[src/rtd_pkg.sv]
`timescale 1ns / 1ps

package rtd_pkg;

  localparam int RSSI_W  = 8;
  localparam int MAG_W   = 10;  // |num2| <= 638, in half-dB
  localparam int DIV_W   = 8;   // divisor 2 * tenths, at most 254
  localparam int TENTH_W = 7;
  localparam int K_W     = 6;   // integer part of the exponent, -27 .. 26
  localparam int M_W     = 31;  // mantissa in Q30, always below 2.0
  localparam int Q30     = 30;
  localparam int DIST_W  = 16;
  localparam int HUND_W  = 7;

  localparam logic [31:0]        LOG2_10_Q30 = 32'd3566893132;
  localparam logic [M_W-1:0]     ONE_Q30     = 31'h4000_0000;
  localparam logic [HUND_W-1:0]  CM_PER_M    = 7'd100;
  localparam logic [DIST_W-1:0]  DIST_MAX    = 16'hFFFF;
  localparam logic signed [K_W-1:0] K_SAT    = 6'sd10;
  localparam logic signed [K_W-1:0] K_TINY   = -6'sd8;

  localparam logic [7:0]         RSSI_OFFSET_RST = 8'd71;
  localparam logic [7:0]         REF_LOSS_RST    = 8'd45;
  localparam logic [TENTH_W-1:0] PLE_TENTHS_RST  = 7'd40;

  typedef enum logic [1:0] {
    REG_RSSI_OFFSET = 2'd0,
    REG_REF_LOSS    = 2'd1,
    REG_PLE_TENTHS  = 2'd2
  } cfg_idx_t;

  // round(2^(2^-(idx+1)) * 2^30)
  function automatic logic [M_W-1:0] pow2_frac(input logic [4:0] idx);
    logic [M_W-1:0] t;
    case (idx)
      5'd0:    t = 31'd1518500250;
      5'd1:    t = 31'd1276901417;
      5'd2:    t = 31'd1170923762;
      5'd3:    t = 31'd1121280436;
      5'd4:    t = 31'd1097253708;
      5'd5:    t = 31'd1085434106;
      5'd6:    t = 31'd1079572136;
      5'd7:    t = 31'd1076653033;
      5'd8:    t = 31'd1075197443;
      5'd9:    t = 31'd1074468888;
      5'd10:   t = 31'd1074105294;
      5'd11:   t = 31'd1073923544;
      5'd12:   t = 31'd1073832680;
      5'd13:   t = 31'd1073787251;
      5'd14:   t = 31'd1073764537;
      5'd15:   t = 31'd1073753181;
      5'd16:   t = 31'd1073747502;
      5'd17:   t = 31'd1073744663;
      5'd18:   t = 31'd1073743244;
      5'd19:   t = 31'd1073742534;
      5'd20:   t = 31'd1073742179;
      5'd21:   t = 31'd1073742001;
      5'd22:   t = 31'd1073741913;
      5'd23:   t = 31'd1073741868;
      default: t = ONE_Q30;
    endcase
    return t;
  endfunction

endpackage

[src/rtd_div.sv]
`timescale 1ns / 1ps

// Restoring divider, one quotient bit per stage: ({mag, F zeros}) / divisor.
module rtd_div import rtd_pkg::*; #(
  parameter int F = 16
) (
  input  logic                   clk,
  input  logic                   rst,
  input  logic                   in_valid,
  output logic                   in_ready,
  input  logic [MAG_W-1:0]       mag,
  input  logic                   neg,
  input  logic [DIV_W-1:0]       divisor,
  output logic                   out_valid,
  input  logic                   out_ready,
  output logic [F+MAG_W-2:0]     quo,
  output logic                   rem_nz,
  output logic                   neg_q
);

  localparam int N = F + MAG_W - 1;

  logic           v      [N];
  logic           en     [N];
  logic [DIV_W-1:0] rem  [N];
  logic [N-1:0]   qd     [N];
  logic           ng     [N];

  logic           v_in   [N];
  logic [DIV_W-1:0] rem_in [N];
  logic [N-1:0]   qd_in  [N];
  logic           ng_in  [N];

  genvar i;
  generate
    for (i = 0; i < N; i++) begin : g_stage
      logic [DIV_W:0]   t;
      logic             ge;
      logic [DIV_W-1:0] rem_step;
      logic [N-1:0]     qd_step;

      if (i == 0) begin : g_first
        assign v_in[i]   = in_valid;
        assign rem_in[i] = DIV_W'(mag[MAG_W-1]);
        assign qd_in[i]  = {mag[MAG_W-2:0], {F{1'b0}}};
        assign ng_in[i]  = neg;
      end else begin : g_next
        assign v_in[i]   = v[i-1];
        assign rem_in[i] = rem[i-1];
        assign qd_in[i]  = qd[i-1];
        assign ng_in[i]  = ng[i-1];
      end

      if (i == N - 1) begin : g_last_en
        assign en[i] = !v[i] || out_ready;
      end else begin : g_mid_en
        assign en[i] = !v[i] || en[i+1];
      end

      // remainder stays below divisor, so the trial value fits in DIV_W+1 bits
      always_comb begin
        t        = {rem_in[i], qd_in[i][N-1]};
        ge       = t >= {1'b0, divisor};
        rem_step = ge ? DIV_W'(t - {1'b0, divisor}) : t[DIV_W-1:0];
        qd_step  = {qd_in[i][N-2:0], ge};
      end

      always_ff @(posedge clk) begin
        if (rst) begin
          v[i] <= 1'b0;
        end else if (en[i]) begin
          v[i] <= v_in[i];
        end
      end

      always_ff @(posedge clk) begin
        if (en[i] && v_in[i]) begin
          rem[i] <= rem_step;
          qd[i]  <= qd_step;
          ng[i]  <= ng_in[i];
        end
      end
    end
  endgenerate

  assign in_ready  = en[0];
  assign out_valid = v[N-1];
  assign quo       = qd[N-1];
  assign rem_nz    = |rem[N-1];
  assign neg_q     = ng[N-1];

endmodule

[config.mk]
export PLATFORM = sky130hd
export DESIGN_NAME = rtd_div
export DESIGN_NICKNAME = d
export VERILOG_FILES = /design/src/rtd_pkg.sv /design/src/rtd_div.sv
export SDC_FILE = /design/constraint.sdc
export NUM_CORES = 1
export LEC_CHECK = 0
export BUFFER_PORTS_ARGS = -buffer_cell sky130_fd_sc_hd__buf_2
export CORE_MARGIN = 2
export CORE_UTILIZATION = 55
export DETAILED_ROUTE_END_ITERATION = 10
export HOLD_SLACK_MARGIN = 0.03
export PLACE_DENSITY = 0.71
export RECOVER_POWER = 100
export SYNTH_ARGS = -nofsm -noshare
export SYNTH_HDL_FRONTEND = slang
export SYNTH_SLANG_ARGS = --single-unit
[constraint.sdc]
create_clock -name clk -period 10.41 [get_ports clk]
set_input_delay 1.041 -clock clk [delete_from_list [all_inputs] [get_ports clk]]
set_output_delay 1.041 -clock clk [all_outputs]
set_load 0.01 [all_outputs]
==> results.yml <==
die:
  die_h_um: 236
  io_pins: 52
  initial_core_util_pct: 55.4
  fp.dieW_um: 236
  core-area_um2: 53600
  fp.dieArea_um2: 55900
  fp-row-count: 85
synthesis:
  ys_warn_count: 0
  synth_top_flop_cell: "edfxtp_1"
  synthCells: 2135
  seq_area_frac_synth_pct: 61.7
  synthesis.area_um2: 29700
  ys_ff_latch: 611
  synth_edf_count: 611
  synth_fp_nets: 2377
  ys_types: 62
  async_flop_share_pct: 0
  avgSynthCellArea_um2: 13.9
global_route:
  grt_usage_pct: 20.3
  antenna_found_initial: 0
  met2_usage_pct: 36.0
  overflow: 0
  use_met3_pct: 2.53
  grt_pass1_vias: 18200
  grt_busiest_layer: "met2"
  grt_pass1_wl_um: 90800
  use_met1_pct: 25.5
  grt_max_degree: 42
power_and_ir_drop:
  internal_power_mw: 4.17
  seq_power_share_pct: 50.9
  p_comb_share_pct: 8.3
  pwr-share-clk_pct: 40.9
  power.density_nw_per_um2: 163
  p_sw_mw: 1.19
  p_leak_nw: 11.4
  switching_share_pct: 22.2
  ir_worst_vdd_mv: 0.181
sta:
  finalHoldViolCount: 0
  setup_tns_ns: 0
  rsz0062_at_grt: "false"
  setup_viol: 0
  finClkSkew_ns: 0.0500
  tightest_slew_ns: 3.28
  slew_headroom_pct: -119
  min_period_ns: 6.86
  min_period_over_period_pct: 65.9
  max_freq_mhz: 146
  slew_viol_final: 452
detailed_routing:
  remaining_drc_errors: 0
  drt-total-wl_um: 56000
  wire_per_inst_um: 18.6
  antenna_left: 0
  drt_iter0_markers: 953
  dr.pass1.iters: 5
  via_per_inst: 5.88
  vias: 17700
clocking:
  cts_setup_buffers: 0
  cts_tree: "done"
  cts_resized: 0
  numCtsBuffers: 61
  cts_sinks: 611
  hold_buffers: 0
  clk_latency_ns: 0.65
  cts.clk_slew.worst_paths_ns: 0.06
  cts_max_level: 2
  clk_path_buf_depth: 3
  clock-root-buffer: "clkbuf_16"
placed_design:
  post-dp-hpwl_um: 37300
  port_buffers: 51
  place.gp.congestion: 0.867
finish:
  num_antenna_cells: 0
  drive_gt1_share_pct: 11.5
  final_common_cell: "edfxtp_1"
  syn_to_final_growth_pct: 10.6
  layout.nets: 2506
  post-route-util_pct: 61.3
  fillers: 4076
  final_cell_mix: "edfxtp_1, ha_1, nor2_1"
worst_hold_path:
  hold_class: "flip-flop to flip-flop"
run_status:
  violations: "max-capacitance violations, max-slew violations"
  outcome: "finished, violations left"
critical_path:
  crit_arrival_ns: 7.23
  crit_required_ns: 10.78
  crit_type: "primary input to flip-flop"
  cp-start-kind: "primary input"
  crit_fanout: 26
  cp-end-kind: "flip-flop"
run:
  maxCapViolCount: 17
## kinds of logic (layout without fill, tap and decap cells)
group                      Yosys count  count (layout)  synth area share (%)
buffers and inverters              106             286                  1.37
and+or+nand+nor                    555             555                  9.89
DFF                                611             611                  61.7
AOI/OAI and AO/OA                  447             447                  10.3
adders and majority gates          219             219                  9.85
xor gates and xnor gates            53              53                  1.56
muxes                              144             144                  5.29
## power groups by stage
stage	logic [mW]	registers, mW	clock network (mW)
after floorplan	0.337	2.77	0
after global placement	0.424	2.77	0
after detailed placement	0.441	2.78	0
after CTS	0.445	2.72	2.24
after global routing	0.494	2.72	2.34
final	0.443	2.72	2.19
## worst paths after layout
| kind | from | endpoint | slack, ns | depth (start not counted) |
|---|---|---|---|---|
| worst max-delay path | divisor[1] | rem[0][46] | 3.55 | 10 |
| worst min-delay path | qd[0][328] | qd[0][354] | 0.38 | 0 |
| worst max register to register | v[1][8] | qd[0][23] | 6.59 | 5 |
| worst min register to register | qd[0][328] | qd[0][354] | 0.38 | 0 |
## final cells by class
class	instances	area, µm²	area share (%)
clock buffer	68	1550	4.72
clock inverter	46	500	1.52
inverter	94	353	1.07
multi-input combinational	1418	10900	33.2
sequential	611	18300	55.8
tap	696	871	2.65
timing repair buffer	78	348	1.06
## sequential cells by signal, indices dropped and copies added, names as in the netlist
signal	cells
rem	200
v	25
ng	25
qd	361
## layer usage
layer	routed length (µm)	share of wire, %
met5	0	0
met4	1900	3.4
met3	2070	3.7
met2	28000	50
met1	24000	43
## critical path: stages
cell and delay, ns:
buf_2 0.08, clkbuf_1 2.01, inv_1 0.75, clkbuf_1 0.86, ha_1 0.59, nor2b_1 0.16
o31ai_1 0.29, a21oi_1 0.10, o21ai_0 0.89, mux2_2 0.43
## through the flow
| step | instance area (µm²) | worst slack [ns] | hold slack, ns | cells | total power [mW] |
|---|---|---|---|---|---|
| 2_1_floorplan | 29700 | 6.36 | 0.400 | 2135 | 3.11 |
| 3_3_place_gp | 31100 | 5.72 | 0.400 | 2897 | 3.20 |
| 3_5_place_dp | 31100 | 5.63 | 0.405 | 2897 | 3.22 |
| 4_1_cts | 33100 | 5.92 | 0.369 | 3011 | 5.41 |
| 5_1_grt | 32900 | 2.91 | 0.375 | 3011 | 5.56 |
| 6_report | 32900 | 3.55 | 0.378 | 3011 | 5.36 |
## Yosys cell counts, drive strengths merged, types with 17 or more instances
cell type / instances / area share [%]
a211oi: 26 / 0.67
a21oi: 96 / 1.6
edfxtp: 611 / 62
fa: 25 / 1.7
ha: 194 / 8.2
inv: 93 / 1.2
mux2: 104 / 3.9
mux2i: 40 / 1.3
nand2: 49 / 0.62
nand2b: 21 / 0.44
nand3: 46 / 0.77
nand4: 35 / 0.74
nor2: 169 / 2.1
nor2b: 84 / 1.8
nor3: 43 / 0.74
o21a: 63 / 1.6
o21ai: 112 / 2.1
o31a: 48 / 1.4
o31ai: 25 / 0.68
or2: 27 / 0.57
or4: 17 / 0.43
xnor2: 53 / 1.6
No activity file was read; power rests on OpenSTA's default activity.
